$ cat src/hdl/url_form_decoder_top_macros.svh
// Assertion helpers for the form decoder; clk_i and rst_ni are taken from the
// module that uses them.
`ifndef URL_FORM_DECODER_TOP_MACROS_SVH
`define URL_FORM_DECODER_TOP_MACROS_SVH

// same-cycle implication
`define UFD_ASSERT_NOW(label, ante, cons, msg) \
  label: assert property (@(posedge clk_i) disable iff (!rst_ni) (ante) |-> (cons)) \
    else $error(msg);

// next-cycle implication
`define UFD_ASSERT_NEXT(label, ante, cons, msg) \
  label: assert property (@(posedge clk_i) disable iff (!rst_ni) (ante) |=> (cons)) \
    else $error(msg);

`endif

$ cat src/hdl/ufd_pkg.sv
package ufd_pkg;

  localparam int MAX_LENGTH_DEF = 1024;

  typedef enum logic [2:0] {
    PH_START  = 3'd0,
    PH_KEY    = 3'd1,
    PH_SKIPWS = 3'd2,
    PH_VALUE  = 3'd3,
    PH_TAIL   = 3'd4,
    PH_EMPTY  = 3'd5
  } phase_e;

  localparam logic [1:0] KIND_KEY  = 2'd0;
  localparam logic [1:0] KIND_VAL  = 2'd1;
  localparam logic [1:0] KIND_PAIR = 2'd2;
  localparam logic [1:0] KIND_END  = 2'd3;

  localparam logic [1:0] ESC_NONE = 2'd0;
  localparam logic [1:0] ESC_HIGH = 2'd1;
  localparam logic [1:0] ESC_LOW  = 2'd2;

  localparam logic [7:0] CH_AMP   = 8'h26;
  localparam logic [7:0] CH_EQ    = 8'h3d;
  localparam logic [7:0] CH_PCT   = 8'h25;
  localparam logic [7:0] CH_PLUS  = 8'h2b;
  localparam logic [7:0] CH_SPACE = 8'h20;
  localparam logic [7:0] CH_UPA   = 8'h41;
  localparam logic [7:0] CH_ZERO  = 8'h30;
  localparam logic [7:0] CASE_MASK = 8'hdf;

  // unchecked hex digit: letters fold to upper case, anything else is c - '0'
  function automatic logic [7:0] hex_value(input logic [7:0] c);
    logic [7:0] r;
    if (c >= CH_UPA) begin
      r = (c & CASE_MASK) - CH_UPA + 8'd10;
    end else begin
      r = c - CH_ZERO;
    end
    return r;
  endfunction

  function automatic logic is_space(input logic [7:0] c);
    return (c == CH_SPACE) || (c >= 8'h09 && c <= 8'h0d);
  endfunction

endpackage

$ cat src/hdl/url_form_decoder_top.sv
// A request's first result is offered in the cycle after the byte is taken.
// Throughput: one byte per cycle while each byte gives at most one result and the result
//   port is not stalled; a byte that gives two or three results (key or value byte, end of
//   pair, end of request) holds the input while the result port moves them one a cycle.
// Reset: rst_ni clears parser state and drops any pending results at once.
module url_form_decoder_top
  import ufd_pkg::*;
#(
  parameter int MAX_LENGTH = MAX_LENGTH_DEF
) (
  input  logic       clk_i,
  input  logic       rst_ni,
  input  logic       in_valid_i,
  output logic       in_stall_o,
  input  logic [7:0] data_byte_i,
  input  logic       last_i,
  output logic       out_valid_o,
  input  logic       out_stall_i,
  output logic [1:0] kind_o,
  output logic [7:0] out_byte_o,
  output logic       request_ok_o
);

  localparam int CntW = $clog2(MAX_LENGTH + 1);
  localparam logic [CntW-1:0] CntMax = CntW'(MAX_LENGTH);

  // parser state
  phase_e          phase_q, phase_d;
  logic [1:0]      esc_q, esc_d;
  logic [7:0]      hi_q, hi_d;
  logic [CntW-1:0] cnt_q, cnt_d;
  logic            ended_q, ended_d;

  // pending results: byte, end of pair, end of request, sent in that order
  logic       slot_byte_q, slot_pair_q, slot_end_q;
  logic       slot_byte_d, slot_pair_d, slot_end_d;
  logic       rem_byte, rem_pair, rem_end;
  logic [1:0] byte_kind_q, byte_kind_d;
  logic [7:0] byte_val_q, byte_val_d;
  logic       ok_q, ok_d;

  logic       in_fire, out_fire;
  logic       new_byte, new_pair, new_end;
  logic       do_val, vchar;
  logic [7:0] vdec;
  logic [7:0] hexd;

  assign out_valid_o = slot_byte_q | slot_pair_q | slot_end_q;
  assign out_fire    = out_valid_o & ~out_stall_i;
  assign hexd        = hex_value(data_byte_i);

  // drop the slot being taken this cycle
  always_comb begin
    rem_byte = slot_byte_q;
    rem_pair = slot_pair_q;
    rem_end  = slot_end_q;
    if (out_fire) begin
      if (slot_byte_q) begin
        rem_byte = 1'b0;
      end else if (slot_pair_q) begin
        rem_pair = 1'b0;
      end else begin
        rem_end = 1'b0;
      end
    end
  end

  assign in_stall_o = rem_byte | rem_pair | rem_end;
  assign in_fire    = in_valid_i & ~in_stall_o;

  always_comb begin
    kind_o       = KIND_END;
    out_byte_o   = 8'h00;
    request_ok_o = 1'b0;
    if (slot_byte_q) begin
      kind_o     = byte_kind_q;
      out_byte_o = byte_val_q;
    end else if (slot_pair_q) begin
      kind_o = KIND_PAIR;
    end else begin
      request_ok_o = ok_q;
    end
  end

  // one request byte through the parser
  always_comb begin
    phase_d     = phase_q;
    esc_d       = esc_q;
    hi_d        = hi_q;
    cnt_d       = cnt_q;
    ended_d     = ended_q;
    new_byte    = 1'b0;
    new_pair    = 1'b0;
    new_end     = 1'b0;
    byte_kind_d = KIND_KEY;
    byte_val_d  = data_byte_i;
    ok_d        = 1'b0;
    do_val      = 1'b0;
    vchar       = 1'b0;
    vdec        = data_byte_i;

    if (!ended_q) begin
      if (data_byte_i == 8'h00) begin
        ended_d = 1'b1;
        esc_d   = ESC_NONE;
        hi_d    = 8'h00;
      end else begin
        if (cnt_q < CntMax) begin
          cnt_d = cnt_q + CntW'(1);
        end
        if (data_byte_i == CH_AMP) begin
          new_pair = (phase_q != PH_START);
          phase_d  = PH_START;
          esc_d    = ESC_NONE;
          hi_d     = 8'h00;
        end else begin
          case (phase_q)
            PH_START: begin
              if (data_byte_i == CH_EQ) begin
                phase_d = PH_EMPTY;
              end else begin
                new_byte = 1'b1;
                phase_d  = PH_KEY;
              end
            end
            PH_KEY: begin
              if (data_byte_i == CH_EQ) begin
                phase_d = PH_SKIPWS;
              end else begin
                new_byte = 1'b1;
              end
            end
            PH_SKIPWS: begin
              if (!is_space(data_byte_i)) begin
                phase_d = PH_VALUE;
                do_val  = 1'b1;
              end
            end
            PH_VALUE: begin
              if (is_space(data_byte_i)) begin
                phase_d = PH_TAIL;
                esc_d   = ESC_NONE;
                hi_d    = 8'h00;
              end else begin
                do_val = 1'b1;
              end
            end
            default: begin
            end
          endcase
        end
      end
    end

    // percent decoding of value bytes
    if (do_val) begin
      case (esc_q)
        ESC_NONE: begin
          if (data_byte_i == CH_PCT) begin
            esc_d = ESC_HIGH;
          end else begin
            vchar = 1'b1;
          end
        end
        ESC_HIGH: begin
          hi_d  = {hexd[3:0], 4'h0};
          esc_d = ESC_LOW;
        end
        default: begin
          vdec  = hi_q + hexd;
          vchar = 1'b1;
          esc_d = ESC_NONE;
          hi_d  = 8'h00;
        end
      endcase
      if (vchar) begin
        if (vdec == 8'h00) begin
          phase_d = PH_TAIL;
        end else begin
          new_byte    = 1'b1;
          byte_kind_d = KIND_VAL;
          byte_val_d  = (vdec == CH_PLUS) ? CH_SPACE : vdec;
        end
      end
    end

    if (last_i) begin
      ok_d     = (cnt_d != '0) && (cnt_d < CntMax);
      new_pair = new_pair | (phase_d != PH_START);
      new_end  = 1'b1;
      phase_d  = PH_START;
      esc_d    = ESC_NONE;
      hi_d     = 8'h00;
      cnt_d    = '0;
      ended_d  = 1'b0;
    end
  end

  assign slot_byte_d = in_fire ? new_byte : rem_byte;
  assign slot_pair_d = in_fire ? new_pair : rem_pair;
  assign slot_end_d  = in_fire ? new_end  : rem_end;

  always_ff @(posedge clk_i or negedge rst_ni) begin
    if (!rst_ni) begin
      phase_q     <= PH_START;
      esc_q       <= ESC_NONE;
      hi_q        <= 8'h00;
      cnt_q       <= '0;
      ended_q     <= 1'b0;
      slot_byte_q <= 1'b0;
      slot_pair_q <= 1'b0;
      slot_end_q  <= 1'b0;
    end else begin
      slot_byte_q <= slot_byte_d;
      slot_pair_q <= slot_pair_d;
      slot_end_q  <= slot_end_d;
      if (in_fire) begin
        phase_q <= phase_d;
        esc_q   <= esc_d;
        hi_q    <= hi_d;
        cnt_q   <= cnt_d;
        ended_q <= ended_d;
      end
    end
  end

  // result payload; held while a result is pending
  always_ff @(posedge clk_i) begin
    if (in_fire) begin
      byte_kind_q <= byte_kind_d;
      byte_val_q  <= byte_val_d;
      ok_q        <= ok_d;
    end
  end

`include "url_form_decoder_top_macros.svh"

  `UFD_ASSERT_NEXT(a_last_resets, in_fire && last_i, phase_q == PH_START && cnt_q == '0 && !ended_q, "parser state not cleared after last byte")
  `UFD_ASSERT_NOW(a_hi_idle, esc_q != ESC_LOW, hi_q == 8'h00, "high nibble held outside an escape")
  `UFD_ASSERT_NOW(a_ok_on_end, out_valid_o && request_ok_o, kind_o == KIND_END, "request_ok raised on a non-end result")

endmodule
$ cat config.mk
export PLATFORM = sky130hd
export DESIGN_NAME = url_form_decoder_top
export DESIGN_NICKNAME = d
export VERILOG_FILES = /design/src/hdl/ufd_pkg.sv /design/src/hdl/url_form_decoder_top.sv
export VERILOG_INCLUDE_DIRS = /design/src /design/src/hdl
export SDC_FILE = /design/constraint.sdc
export NUM_CORES = 1
export LEC_CHECK = 0
export ABC_AREA = 1
export BUFFER_PORTS_ARGS = -buffer_cell sky130_fd_sc_hd__buf_2
export CORE_AREA = 2 2 98 76
export DETAILED_ROUTE_END_ITERATION = 16
export DIE_AREA = 0 0 100 78
export GPL_TIMING_DRIVEN = 0
export PLACE_DENSITY_LB_ADDON = 0.12
export SYNTH_ARGS = -nofsm -noshare
export SYNTH_HDL_FRONTEND = slang
export SYNTH_SLANG_ARGS = --single-unit
$ cat constraint.sdc
create_clock -name clk_i -period 3.2 [get_ports clk_i]
set_clock_uncertainty 0.05 [all_clocks]
set_input_delay 0 -clock clk_i [delete_from_list [all_inputs] [get_ports clk_i]]
set_output_delay 0 -clock clk_i [all_outputs]
set_load 0.1 [all_outputs]
# Word level (Yosys, flattened, before mapping)
# Index checks and enable logic that the tools add are counted.
# W data, S select, Z words.
[word_totals]
ff_bits = 39
latchBits = 0
ramBits = 0
mem_bits_ro = 0
input_bits = 13
out_inout_bits = 13
elab_cells = 132
n_memories = 0
[op_classes]
addsub = 5
mul = 0
n_div = 0
magnitude_cmp = 5
n_eq_ne = 9
n_shift = 0
n_mux = 79
bitwise_logic = 9
n_reduce_logical = 14
[op_table]
columns = ["operator", "n"]
rows = [
  ["$mux W8", 15],
  ["$mux W11", 4],
  ["$eq A8 B6 Y1 const B", 5],
  ["$mux W1", 36],
  ["$mux W3", 11],
  ["$lt A11 B11 Y1 const B", 2],
  ["$mux W2", 9],
  ["$logic_not A8 Y1", 2],
  ["$pmux W8 S2", 1],
  ["$pmux W3 S4", 1],
  ["$add A11 B1 Y11 const B", 1],
  ["$reduce_bool A11 Y1", 1],
  ["$add A8 B4 Y8 const B", 1],
  ["$add A8 B8 Y8", 1],
  ["$ge A8 B4 Y1 const B", 1],
  ["$ge A8 B7 Y1 const B", 1],
  ["$le A8 B4 Y1 const B", 1],
  ["$sub A8 B6 Y8 const B", 1],
  ["$sub A8 B7 Y8 const B", 1],
  ["$eq A3 B2 Y1 const B", 2],
  ["$reduce_bool A3 Y1", 2],
  ["$reduce_or A2 Y1", 3],
  ["$or A1 B1 Y1", 5],
  ["$pmux W2 S2", 1],
  ["other kinds (10)", 13],
]

# Depth between registers and ports, before layout
# Gate-level depths: netlist of run 1.
[logic_depth]
word_depth = 17
mapped_depth = 26
depth_no_buf = 24

# Worst setup path before layout of run 1
# Ideal clock, no wire load.
[synth_timing]
kind = "input to register"
from = "in data_byte_i[4]"
to = "reg byte_val_q[1] (data pin)"
setup_time_ps = 253
t_arrival_ps = 2541
t_required_ps = 2897
slack_ps = 355
path_stages = 23
n_path_buf = 2
path_cell_list = "inv_1 > ha_1 > inv_1 > a21oi_1 > nand2_2 > buf_6 > xor2_1 > ha_1 > inv_1 > fa_1 > inv_1 > nand3_1 > nand2_1 > nand2_1 > nand3_1 > o21ai_0 > inv_1 > nand2_1 > nor2_1 > nand3_1 > nand2_2 > buf_6 > o21ai_2"
[synth_via]
elab_chain_len = 11
word_cells_on_any_way = 30
classes_between = "add/sub (4); order compare (3); eq/ne (4); mux (15); reduce/logical (4)"
[synth_rtl]
columns = ["element", "line_no", "source"]
rows = [
  ["start, declared", "url_form_decoder_top.sv:15", "input logic [7:0] data_byte_i,"],
  ["$sub A8 B7 Y8", "ufd_pkg.sv:36", "r = (c & CASE_MASK) - CH_UPA + 8'd10;"],
  ["$add A8 B4 Y8", "ufd_pkg.sv:36", ""],
  ["$mux W8", "ufd_pkg.sv:35", "if (c >= CH_UPA) begin"],
  ["$add A8 B8 Y8", "url_form_decoder_top.sv:170", "vdec = hi_q + hexd;"],
  ["$mux W8", "url_form_decoder_top.sv:157", "case (esc_q)"],
  ["$mux W8", "url_form_decoder_top.sv:156", "if (do_val) begin"],
  ["$eq A8 B6 Y1", "url_form_decoder_top.sv:182", "byte_val_d = (vdec == CH_PLUS) ? CH_SPACE : vdec;"],
  ["$mux W8", "url_form_decoder_top.sv:182", ""],
  ["$mux W8", "url_form_decoder_top.sv:177", "if (vdec == 8'h00) begin"],
  ["$mux W8", "url_form_decoder_top.sv:176", "if (vchar) begin"],
  ["$mux W8 (*)", "url_form_decoder_top.sv:156", ""],
  ["named net byte_val_d[1]", "url_form_decoder_top.sv:39", "logic [7:0] byte_val_q, byte_val_d;"],
  ["end signal, assigned", "url_form_decoder_top.sv:231", "byte_val_q <= byte_val_d;"],
  ["end, declared", "url_form_decoder_top.sv:39", ""],
]
# Mark *: on every way through the listed nets, which the timed path passes. The rest lies on a longest branch. The select of a mux whose other input is x is not followed.
# A chain may end at the register's enable or synchronous reset.

# Final worst setup path of run 1
[layout_timing]
from = "in data_byte_i[1]"
to = "reg byte_val_q[3] (data pin)"
# The elaborated chain is that of the path after synthesis.

==> impl_metrics.env, run 1 <==
export IMPL_run_status="completed"
export IMPL_ys_async_sr_fraction=0.7368
export IMPL_setup_worst_path_end_class="register"
export IMPL_grt_antenna_before_repair=0
export IMPL_fillers=683
export IMPL_max_vdd_ir_drop_mv=0.3121
export IMPL_worstSetupEndpoint="byte_val_q[3]$_DFFE_PP_"
export IMPL_port_buffers=23
export IMPL_grtUsageTotal=0.1911
export IMPL_detailed_place_hpwl_um=5416
export IMPL_finalCritPeriodShare=0.9347
export IMPL_p_per_area_mw_per_mm2=586.8
export IMPL_timing_hold_ws_ps=3.548
export IMPL_antenna_cells=0
export IMPL_routed_wl_um=6995
export IMPL_clkTransAtPathRegs_ps=70
export IMPL_final_net_count=480
export IMPL_finalSetupViolations=0
export IMPL_finalWorstPathRequiredPeriod_ps=2991
export IMPL_max_freq_mhz=334.3
export IMPL_floorplan_die_height_um=78
export IMPL_route_detailed_vias_per_inst=5.079
export IMPL_cts_htree_levels=2
export IMPL_critPathRequiredTime_ps=3200
export IMPL_path_class="primary input to register"
export IMPL_final_count_of_pins_violating_max_slew=0
export IMPL_gp_congestion=0.8176
export IMPL_netlist_instances=410
export IMPL_reg2regPathDepth=13
export IMPL_number_of_antenna_violating_nets_in_the_routed_design=0
export IMPL_core_mm2=0.006766
export IMPL_crit_path_max_fanout=10
export IMPL_ys_seq_area_frac=0.3344
export IMPL_leakage_uw=0.001769
export IMPL_cp_start_kind="primary input"
export IMPL_reg2reg_capture_point="byte_val_q[2]$_DFFE_PP_"
export IMPL_starting_density=0.4423
export IMPL_detail_route_wirelength_met1_um=3617
export IMPL_worst_reg_to_reg_setup_slack_ps=760
export IMPL_min_delay_path_class="primary input to register"
export IMPL_detailedRoute_firstPassIterationCount=5
export IMPL_synth_cell_types=37
export IMPL_remaining_drc_errors=0
export IMPL_globalRoute_totalOverflow=0
export IMPL_avgSynthCellArea_um2=7.300
export IMPL_area_growth_synth_to_final_pct=14.97
export IMPL_ctsLongestPathBuffers=2
export IMPL_reg2reg_from="hi_q[0]$_DFFE_PN0P_"
export IMPL_grt_first_pass_wirelength_um=11840
export IMPL_final_layout_size_suffix_gt1_frac=0.1730
export IMPL_topRoutingLayerUsed="met4"
export IMPL_hold_violations=0
export IMPL_post_synth_edffs=10
export IMPL_worst_setup_path_startpoint="data_byte_i[1]"
export IMPL_insertion_delay_ps=290
export IMPL_synth_area_mm2=0.002993
export IMPL_slew_headroom=0.5691
export IMPL_place_detailed_instances=517
export IMPL_clock_sinks=38
export IMPL_cts_buffers=5
export IMPL_tightest_slew_ps=646.4
export IMPL_clockRootBuffer="sky130_fd_sc_hd__clkbuf_8"
export IMPL_grt_pass1_vias=2529
export IMPL_die_w_um=100
export IMPL_met2WireLength_um=3042
export IMPL_wire_per_inst_um=13.22
export IMPL_std_cell_rows=26
export IMPL_cap_viol_max_count=0
export IMPL_number_of_primary_i_o_pins=26
export IMPL_postLayoutCoreUtil=0.5085
export IMPL_top_ff_cell_synth="sky130_fd_sc_hd__dfrtp_1"
export IMPL_ys_warn_count=0
export IMPL_tritoncts_clock_tree="yes"
export IMPL_crit_arrival_ps=2990
export IMPL_synth_seq_cells=38
export IMPL_finalSetupTns_ps=0
export IMPL_dr_wl_met3_um=283
export IMPL_die_area_mm2=0.007800
export IMPL_vias=2687
export IMPL_drtIter0Drc=121
export IMPL_grt_start_max_net_pins=29
export IMPL_syn_num_nets=446
export IMPL_finish_cell_count_without_fillers=529
## stage by stage
step           area [um^2]  total power (uW)  setup WS [ps]
2_1_floorplan         2993              1485          355.4
3_3_place_gp          3213              1661         -241.5
3_5_place_dp          3213              1668         -304.3
4_1_cts               3327              2020          38.94
5_1_grt               3441              2141         -25.90
6_report              3441              2019          209.0
## power by group
part	leakage (uW)	switching, uW	internal [uW]
Clock	0.0000455	170	176
Combinational	0.00125	859	199
Sequential	0.000478	38.7	577
## sequential cells by signal, indices dropped and copies added, names as in the netlist
register and count:
byte_kind_q 1, byte_val_q 8, cnt_q 11, ended_q 1, esc_q 2, hi_q 8, ok_q 1, phase_q 3
slot_byte_q 1, slot_end_q 1, slot_pair_q 1
## critical path: stages
cell and delay [ps]:
sky130_fd_sc_hd__clkbuf_4 150, sky130_fd_sc_hd__inv_1 90, sky130_fd_sc_hd__ha_1 230, sky130_fd_sc_hd__nor2_2 150, sky130_fd_sc_hd__nand2_2 60, sky130_fd_sc_hd__nand2_2 90
sky130_fd_sc_hd__nand2_2 60, sky130_fd_sc_hd__buf_6 150, sky130_fd_sc_hd__nand2_1 100, sky130_fd_sc_hd__xor2_2 190, sky130_fd_sc_hd__inv_1 110, sky130_fd_sc_hd__ha_1 340
sky130_fd_sc_hd__nand3_1 110, sky130_fd_sc_hd__nand2_1 100, sky130_fd_sc_hd__nand2_1 70, sky130_fd_sc_hd__nand2_1 50, sky130_fd_sc_hd__o21ai_2 230, sky130_fd_sc_hd__buf_4 150
sky130_fd_sc_hd__nand4_1 70, sky130_fd_sc_hd__nor2_1 120, sky130_fd_sc_hd__nand4_1 170, sky130_fd_sc_hd__nand2_1 120, sky130_fd_sc_hd__o21ai_2 60
## area by class of cell
| class | count | area (um^2) | share of cell area |
|---|---|---|---|
| buffer | 8 | 62.56 | 0.01818 |
| multi-input combinational | 290 | 1749 | 0.5084 |
| clock buffer | 8 | 90.09 | 0.02618 |
| sequential | 38 | 1001 | 0.2909 |
| inverter | 74 | 277.8 | 0.08073 |
| timing repair buffer | 27 | 155.1 | 0.04509 |
| tap | 84 | 105.1 | 0.03055 |
## synth_stat cells, types with 2 or more instances
cell	instances	area, um^2
sky130_fd_sc_hd__nand3_1	30	150.1
sky130_fd_sc_hd__dfrtp_1	28	700.7
sky130_fd_sc_hd__buf_6	3	33.78
sky130_fd_sc_hd__xor2_1	13	113.9
sky130_fd_sc_hd__edfxtp_1	10	300.3
sky130_fd_sc_hd__a21oi_1	16	80.08
sky130_fd_sc_hd__o21ai_1	4	20.02
sky130_fd_sc_hd__nand2_1	84	315.3
sky130_fd_sc_hd__or2_2	3	18.77
sky130_fd_sc_hd__clkinv_1	2	7.510
sky130_fd_sc_hd__nand4_1	8	50.05
sky130_fd_sc_hd__a31oi_1	2	12.51
sky130_fd_sc_hd__o21ai_0	27	135.1
sky130_fd_sc_hd__buf_4	2	15.01
sky130_fd_sc_hd__nor2_4	2	22.52
sky130_fd_sc_hd__nand3_2	2	20.02
sky130_fd_sc_hd__a22o_1	3	26.28
sky130_fd_sc_hd__nor3_1	7	35.03
sky130_fd_sc_hd__o22ai_1	5	31.28
sky130_fd_sc_hd__nand2_2	9	56.30
sky130_fd_sc_hd__xnor2_1	2	17.52
sky130_fd_sc_hd__buf_2	2	10.01
sky130_fd_sc_hd__o21ai_2	2	17.52
sky130_fd_sc_hd__ha_1	22	275.3
sky130_fd_sc_hd__inv_1	72	270.3
sky130_fd_sc_hd__o31ai_1	3	22.52
sky130_fd_sc_hd__nor2_1	37	138.9
## per-layer routing
layer,vias up,track usage
met5,-,0
met4,0,0.03425
met3,5,0.03874
met2,58,0.2872
met1,1232,0.2862
li1,1392,-
## cells by family (layout without fill, tap and decap cells)
kind of cell,count (synthesis),after routing,share of synthesized area
adder cells (fa/ha/maj),23,23,0.09866
multiplexers,1,1,0.003345
buffers and inverters,82,117,0.1137
AND/OR/NAND/NOR,184,184,0.2763
XOR/XNOR,15,15,0.04390
flip-flops,38,38,0.3344
AO/OA/AOI/OAI,67,67,0.1296
## how the worst min path moves through the flow
| stage | slack (ps) | endpoint | from | depth (start not counted) |
|---|---|---|---|---|
| after floorplan | -350 | cnt_q[0]$_DFFE_PN0P_ | rst_ni | 0 |
| after global routing | 20 | byte_val_q[7]$_DFFE_PP_ | data_byte_i[7] | 3 |
| after detailed placement | 30 | slot_byte_q$_DFF_PN0_ | rst_ni | 1 |
| after global placement | 20 | slot_pair_q$_DFF_PN0_ | rst_ni | 1 |
| after CTS | 1 | byte_val_q[7]$_DFFE_PP_ | data_byte_i[7] | 3 |
| final | 4 | byte_val_q[7]$_DFFE_PP_ | data_byte_i[7] | 3 |
## placed cells by master, fill, tap and decap left out, drive strengths merged, types with 10 or more instances in the layout
master	count
clkbuf	11
o21ai	33
nand3	32
edfxtp	10
nand2	93
buf	30
ha	22
inv	72
dfrtp	28
nor2	39
a21oi	17
xor2	13
## what timing repair did
item / in CTS / in global routing
pin swaps: 0 / 2
endpoints found under the setup margin: 1 / 14
gates resized for setup: 1 / 26
buffers inserted: 0 / 2
hold buffers: 2 / 0
hold endpoints to repair: 30 / 0
(Power assumes the default switching activity.)
==> inputs of run 2 (changes only) <==
--- a/config.mk
+++ b/config.mk
@@ -8,9 +8,9 @@
 export LEC_CHECK = 0
 export ABC_AREA = 1
 export BUFFER_PORTS_ARGS = -buffer_cell sky130_fd_sc_hd__buf_2
-export CORE_AREA = 2 2 98 76
+export CORE_AREA = 2 2 85 67
 export DETAILED_ROUTE_END_ITERATION = 16
-export DIE_AREA = 0 0 100 78
+export DIE_AREA = 0 0 87 69
 export GPL_TIMING_DRIVEN = 0
 export PLACE_DENSITY_LB_ADDON = 0.12
 export SYNTH_ARGS = -nofsm -noshare
==> run 2 against run 1 <==
  * Sequential share of layout area rose by 0.16 points
  * Register-to-register slack got worse by 90 ps
  * Clock power fell by 2%
  * Largest power group unchanged
  * Maximum frequency fell by 2.2%
  * Power fell by 0.22%
  * Setup slack got worse by 67 ps
  * Worst hold slack improved by 20 ps
  * Combinational power barely moved
  * Sequential power barely moved
  * Clock-buffer cell count did not move
  * Final cell count fell by 4.0%
==> impl_metrics.env, run 2 (synthesized netlist as in run 1, its figures left out) <==
export IMPL_crit_arrival_ps=3030
export IMPL_reg2reg_from="hi_q[0]$_DFFE_PN0P_"
export IMPL_core_mm2=0.005151
export IMPL_slew_headroom=0.5822
export IMPL_ctsLongestPathBuffers=2
export IMPL_path_class="primary input to register"
export IMPL_routed_wl_um=6867
export IMPL_vias=2758
export IMPL_overall_power_after_layout_uw=2015
export IMPL_regMostFlops="cnt_q"
export IMPL_p_per_area_mw_per_mm2=588.7
export IMPL_grtUsageTotal=0.2366
export IMPL_mostFrequentLayoutCell="sky130_fd_sc_hd__nand2_1"
export IMPL_largest_register_ffs=11
export IMPL_dpl_instance_area_mm2=0.003186
export IMPL_detailed_place_hpwl_um=5153
export IMPL_worst_hold_path_endpoint="slot_end_q$_DFF_PN0_"
export IMPL_die_area_mm2=0.006003
export IMPL_final_net_count=481
export IMPL_tightest_slew_ps=626.7
export IMPL_run_status="completed"
export IMPL_worst_reg_to_reg_setup_slack_ps=670
export IMPL_grt_first_pass_wirelength_um=11410
export IMPL_route_detailed_vias_per_inst=5.429
export IMPL_min_delay_path_class="primary input to register"
export IMPL_top_regs="cnt_q x11, byte_val_q x8, hi_q x8"
export IMPL_setup_worst_path_end_class="register"
export IMPL_area_growth_synth_to_final_pct=14.34
export IMPL_clockRootBuffer="sky130_fd_sc_hd__clkbuf_8"
export IMPL_hold_violations=0
export IMPL_grt_start_max_net_pins=29
export IMPL_cp_start_kind="primary input"
export IMPL_wire_per_inst_um=13.52
export IMPL_crit_path_max_fanout=10
export IMPL_finish_cell_count_without_fillers=508
export IMPL_starting_density=0.5810
export IMPL_clock_sinks=38
export IMPL_met2WireLength_um=3053
export IMPL_clkTransAtPathRegs_ps=80
export IMPL_std_cell_rows=23
export IMPL_finalCritPeriodShare=0.9556
export IMPL_postLayoutCoreUtil=0.6643
export IMPL_final_count_of_pins_violating_max_slew=0
export IMPL_remaining_drc_errors=0
export IMPL_critPathRequiredTime_ps=3170
export IMPL_globalRoute_totalOverflow=0
export IMPL_max_freq_mhz=327.0
export IMPL_mostFrequentLayoutCells="83 x sky130_fd_sc_hd__nand2_1, 69 x sky130_fd_sc_hd__inv_1, 35 x sky130_fd_sc_hd__nor2_1, 29 x sky130_fd_sc_hd__nand3_1, 28 x sky130_fd_sc_hd__dfrtp_1"
export IMPL_finalSetupTns_ps=0
export IMPL_place_detailed_instances=495
export IMPL_detail_route_wirelength_met1_um=3312
export IMPL_floorplan_die_height_um=69
export IMPL_worst_hold_startpoint="last_i"
export IMPL_reg2reg_capture_point="byte_val_q[6]$_DFFE_PP_"
export IMPL_max_vdd_ir_drop_mv=0.3611
export IMPL_grt_pass1_vias=2533
export IMPL_number_of_primary_i_o_pins=26
export IMPL_reg2regPathDepth=16
export IMPL_detailedRoute_firstPassIterationCount=4
export IMPL_leakage_uw=0.001767
export IMPL_final_layout_size_suffix_gt1_frac=0.1771
export IMPL_cts_buffers=5
export IMPL_cts_htree_levels=2
export IMPL_fin_area_mm2=0.003422
export IMPL_number_of_antenna_violating_nets_in_the_routed_design=0
export IMPL_dr_wl_met3_um=369
export IMPL_cap_viol_max_count=0
export IMPL_finalSetupViolations=0
export IMPL_antenna_cells=0
export IMPL_drtIter0Drc=162
export IMPL_die_w_um=87
export IMPL_tritoncts_clock_tree="yes"
export IMPL_gp_congestion=0.8895
export IMPL_finalWorstPathRequiredPeriod_ps=3058
export IMPL_insertion_delay_ps=290
export IMPL_worst_hold_path_num_cells=3
export IMPL_port_buffers=23
export IMPL_grt_antenna_before_repair=0
export IMPL_topRoutingLayerUsed="met4"
-- run 2: routing by layer --
metal,vias up,global-route usage
met4,0,0.05556
met5,-,0
li1,1395,-
met2,91,0.3588
met3,14,0.04192
met1,1258,0.3501
-- run 2: cell type report --
cell class	instances	area, um^2
Fill cell	450	1729
Timing Repair Buffer	28	162.7
Sequential cell	38	1001
Tap cell	62	77.57
Multi-Input combinational cell	290	1750
Buffer	8	62.56
Clock buffer	8	90.09
Inverter	74	277.8
-- run 2: power breakdown --
group	switching, uW	internal, uW	total [uW]
Sequential	38.4	577	615
Clock	162	176	338
Combinational	862	200	1060
Total	1060	952	2010
-- run 2: timing repair --
| action | 4_1_cts | 5_1_grt |
|---|---|---|
| hold buffers | 3 | 0 |
| pin swaps | 0 | 2 |
| setup endpoints to repair | 4 | 14 |
| resized for setup | 2 | 26 |
| buffers inserted | 0 | 2 |
| endpoints found under the hold margin | 30 | 0 |
-- run 2: per-stage QoR --
stage          hold slack (ps)  setup slack, ps
2_1_floorplan           -345.6            355.4
3_3_place_gp             5.236           -182.2
3_5_place_dp             3.263           -308.0
4_1_cts                  9.176            4.917
5_1_grt                  48.61           -50.58
6_report                 23.16            142.1
-- run 2: worst max path at each step --
stage,start,to,slack (ps),cells past startpoint
2_1_floorplan,data_byte_i[4],byte_val_q[1]$_DFFE_PP_,360,23
3_3_place_gp,data_byte_i[4],byte_val_q[1]$_DFFE_PP_,-180,24
3_5_place_dp,data_byte_i[4],byte_val_q[6]$_DFFE_PP_,-310,24
4_1_cts,data_byte_i[1],byte_val_q[6]$_DFFE_PP_,5,25
5_1_grt,data_byte_i[1],byte_val_q[7]$_DFFE_PP_,-50,26
6_report,data_byte_i[1],byte_val_q[6]$_DFFE_PP_,140,25
-- run 2: worst max-delay path, stage by stage --
cell and delay [ps]:
sky130_fd_sc_hd__buf_2 160, sky130_fd_sc_hd__inv_1 110, sky130_fd_sc_hd__ha_2 210, sky130_fd_sc_hd__nor2_2 140, sky130_fd_sc_hd__nand2_2 60, sky130_fd_sc_hd__nand2_2 80, sky130_fd_sc_hd__nand2_2 60, sky130_fd_sc_hd__buf_6 150
sky130_fd_sc_hd__nand2_1 110, sky130_fd_sc_hd__xor2_2 200, sky130_fd_sc_hd__inv_1 120, sky130_fd_sc_hd__ha_1 340, sky130_fd_sc_hd__nand3_1 120, sky130_fd_sc_hd__nand2_1 120, sky130_fd_sc_hd__nand2_1 80, sky130_fd_sc_hd__nand2_1 60
sky130_fd_sc_hd__o21ai_2 220, sky130_fd_sc_hd__nor2_1 60, sky130_fd_sc_hd__nand2_1 80, sky130_fd_sc_hd__nor2_2 40, sky130_fd_sc_hd__nand3_1 110, sky130_fd_sc_hd__nand2_2 80, sky130_fd_sc_hd__buf_6 160, sky130_fd_sc_hd__nand2_1 50
sky130_fd_sc_hd__o21ai_0 90
==> inputs of run 3 (changes only) <==
--- a/config.mk
+++ b/config.mk
@@ -8,9 +8,9 @@
 export LEC_CHECK = 0
 export ABC_AREA = 1
 export BUFFER_PORTS_ARGS = -buffer_cell sky130_fd_sc_hd__buf_2
-export CORE_AREA = 2 2 85 67
+export CORE_AREA = 2 2 89 70
 export DETAILED_ROUTE_END_ITERATION = 16
-export DIE_AREA = 0 0 87 69
+export DIE_AREA = 0 0 91 72
 export GPL_TIMING_DRIVEN = 0
 export PLACE_DENSITY_LB_ADDON = 0.12
 export SYNTH_ARGS = -nofsm -noshare
==> constraint.sdc (replaced) <==
create_clock -name clk_i -period 2.7 [get_ports clk_i]
set_clock_uncertainty 0.05 [all_clocks]
set_input_delay 0 -clock clk_i [delete_from_list [all_inputs] [get_ports clk_i]]
set_output_delay 0 -clock clk_i [all_outputs]
set_load 0.1 [all_outputs]
==> run 3 against run 2 <==
  * The run now ends with negative setup slack left
  * Sequential cell count unchanged
  * Register-to-register slack worse by 380 ps
  * Combinational power up 27%
  * Largest power group unchanged
  * Highest routed layer unchanged
==> impl_metrics.env, run 3 (synthesized netlist as in run 1, its figures left out) <==
export IMPL_grtUsageTotal=0.2405
export IMPL_critical_path_top_delay_family="simple AND/OR/NAND/NOR gates"
export IMPL_core_mm2=0.005645
export IMPL_port_buffers=23
export IMPL_mostFrequentLayoutCells="79 x sky130_fd_sc_hd__nand2_1, 59 x sky130_fd_sc_hd__inv_1, 35 x sky130_fd_sc_hd__nor2_1, 31 x sky130_fd_sc_hd__buf_4, 28 x sky130_fd_sc_hd__dfrtp_1"
export IMPL_largest_register_ffs=11
export IMPL_detailedRoute_firstPassIterationCount=6
export IMPL_number_of_primary_i_o_pins=26
export IMPL_grt_pass1_vias=2710
export IMPL_leakage_uw=0.001960
export IMPL_remaining_drc_errors=0
export IMPL_number_of_antenna_violating_nets_in_the_routed_design=0
export IMPL_grt_antenna_before_repair=0
export IMPL_cp_start_kind="primary input"
export IMPL_setup_worst_path_end_class="register"
export IMPL_detailed_place_hpwl_um=5299
export IMPL_timing_hold_ws_ps=21.21
export IMPL_regMostFlops="cnt_q"
export IMPL_path_class="primary input to register"
export IMPL_clock_sinks=38
export IMPL_wire_per_inst_um=14.07
export IMPL_starting_density=0.5301
export IMPL_tightest_slew_ps=634.8
export IMPL_unrepaired_setup_endpoints_after_global_routing="yes"
export IMPL_critical_path_slowest_cell="sky130_fd_sc_hd__fa_2"
export IMPL_insertion_delay_ps=310
export IMPL_finalWorstPathRequiredPeriod_ps=2771
export IMPL_finalCritPeriodShare=1.026
export IMPL_routed_wl_um=7839
export IMPL_hold_violations=0
export IMPL_max_freq_mhz=360.9
export IMPL_drtIter0Drc=181
export IMPL_grt_first_pass_wirelength_um=12590
export IMPL_floorplan_die_height_um=72
export IMPL_std_cell_rows=24
export IMPL_final_count_of_pins_violating_max_slew=0
export IMPL_max_vdd_ir_drop_mv=0.5306
export IMPL_globalRoute_totalOverflow=0
export IMPL_critPathRequiredTime_ps=2710
export IMPL_worst_hold_startpoint="data_byte_i[2]"
export IMPL_critical_path_most_common_cell="sky130_fd_sc_hd__nand2_1"
export IMPL_mostFrequentLayoutCell="sky130_fd_sc_hd__nand2_1"
export IMPL_area_growth_synth_to_final_pct=33.32
export IMPL_top_regs="cnt_q x11, byte_val_q x8, hi_q x8"
export IMPL_final_net_count=514
export IMPL_die_w_um=91
export IMPL_p_per_area_mw_per_mm2=659.4
export IMPL_crit_path_max_fanout=5
export IMPL_overall_power_after_layout_uw=2631
export IMPL_critical_path_buf_inv_count=8
export IMPL_ctsLongestPathBuffers=2
export IMPL_cap_viol_max_count=0
export IMPL_final_layout_size_suffix_gt1_frac=0.2923
export IMPL_clkTransAtPathRegs_ps=80
export IMPL_gp_congestion=0.9331
export IMPL_tritoncts_clock_tree="yes"
export IMPL_vias=2944
export IMPL_antenna_cells=0
export IMPL_crit_path_max_incr_delay_ps=370
export IMPL_min_delay_path_class="primary input to register"
export IMPL_clockRootBuffer="sky130_fd_sc_hd__clkbuf_8"
export IMPL_failed_checks="negative setup slack"
export IMPL_grt_start_max_net_pins=29
export IMPL_cts_htree_levels=2
export IMPL_slew_headroom=0.5768
export IMPL_worst_setup_path_startpoint="data_byte_i[1]"
export IMPL_cts_buffers=5
export IMPL_crit_arrival_ps=2780
export IMPL_die_area_mm2=0.006552
export IMPL_route_detailed_vias_per_inst=5.285
export IMPL_run_status="finished, violations left"
export IMPL_final_setup_worst_slack_ps=-70.82
export IMPL_finalSetupViolations=7
export IMPL_reg2reg_from="hi_q[0]$_DFFE_PN0P_"
## run 3: report_power, final
part / leakage, uW / internal [uW] / switching (uW)
Sequential: 0.000478 / 684 / 47.1
Clock: 0.0000640 / 329 / 222
Combinational: 0.00142 / 297 / 1050
Total: 0.00196 / 1310 / 1320
## run 3: routing by layer
metal | vias to the layer above | global-route usage | part of all wire
met1 | 1375 | 0.3367 | 0.46
met4 | 0 | 0.04545 | 0.0066
met3 | 6 | 0.04465 | 0.058
met5 | - | 0 | 0
li1 | 1463 | - | -
met2 | 100 | 0.3984 | 0.48
## run 3: worst paths after layout
| path | to | slack, ps | cells after the start |
|---|---|---|---|
| max | byte_val_q[3]$_DFFE_PP_ | -70 | 25 |
| min | esc_q[0]$_DFFE_PN0P_ | 20 | 3 |
| max reg2reg | byte_val_q[3]$_DFFE_PP_ | 290 | 15 |
| min reg2reg | esc_q[0]$_DFFE_PN0P_ | 480 | 2 |
| max in group asynchronous | cnt_q[5]$_DFFE_PN0P_ | 1990 | 2 |
| min in group asynchronous | slot_end_q$_DFF_PN0_ | 190 | 2 |
## run 3: layout make-up
class	instances	area, um^2
Clock inverter	2	33.78
Clock buffer	6	93.84
Tap cell	78	97.59
Inverter	74	301.5
Sequential cell	38	1001
Fill cell	460	1655
Buffer	8	66.31
Timing Repair Buffer	61	455.4
Multi-Input combinational cell	290	1941
## run 3: timing repair
action                                 in CTS  in global routing
buffers inserted                           15                 14
hold buffers                                6                  1
gates cloned                                2                  0
setup endpoints to repair                  14                 14
endpoints found under the hold margin      34                  1
resized for setup                          34                 48
pin swaps                                  15                 31
## run 3: per-stage QoR
stage                     instance area, um^2  setup TNS, ps  worst slack (ps)    util  cells
after floorplan                          3047              0             7.443       -    410
after global placement                   3259          -7238            -625.7  0.5773    511
after detailed placement                 3259          -8328            -691.5  0.5773    511
after CTS                                3699              0             9.811  0.6551    542
after global routing                     3990          -1841            -177.6  0.7068    557
final                                    3990         -212.3            -70.82  0.7068    557
## run 3: worst reg2reg max path, stage by stage (launching register included)
cell and delay [ps]:
sky130_fd_sc_hd__dfrtp_1 370, sky130_fd_sc_hd__ha_2 190, sky130_fd_sc_hd__inv_2 40, sky130_fd_sc_hd__fa_2 370, sky130_fd_sc_hd__inv_2 80, sky130_fd_sc_hd__nand3_2 70
sky130_fd_sc_hd__nand2_1 70, sky130_fd_sc_hd__nand2_1 60, sky130_fd_sc_hd__nand3_2 100, sky130_fd_sc_hd__o21ai_4 80, sky130_fd_sc_hd__buf_4 140, sky130_fd_sc_hd__buf_4 120
sky130_fd_sc_hd__nor2_1 80, sky130_fd_sc_hd__nand4_1 170, sky130_fd_sc_hd__nand2_1 130, sky130_fd_sc_hd__o21ai_2 60
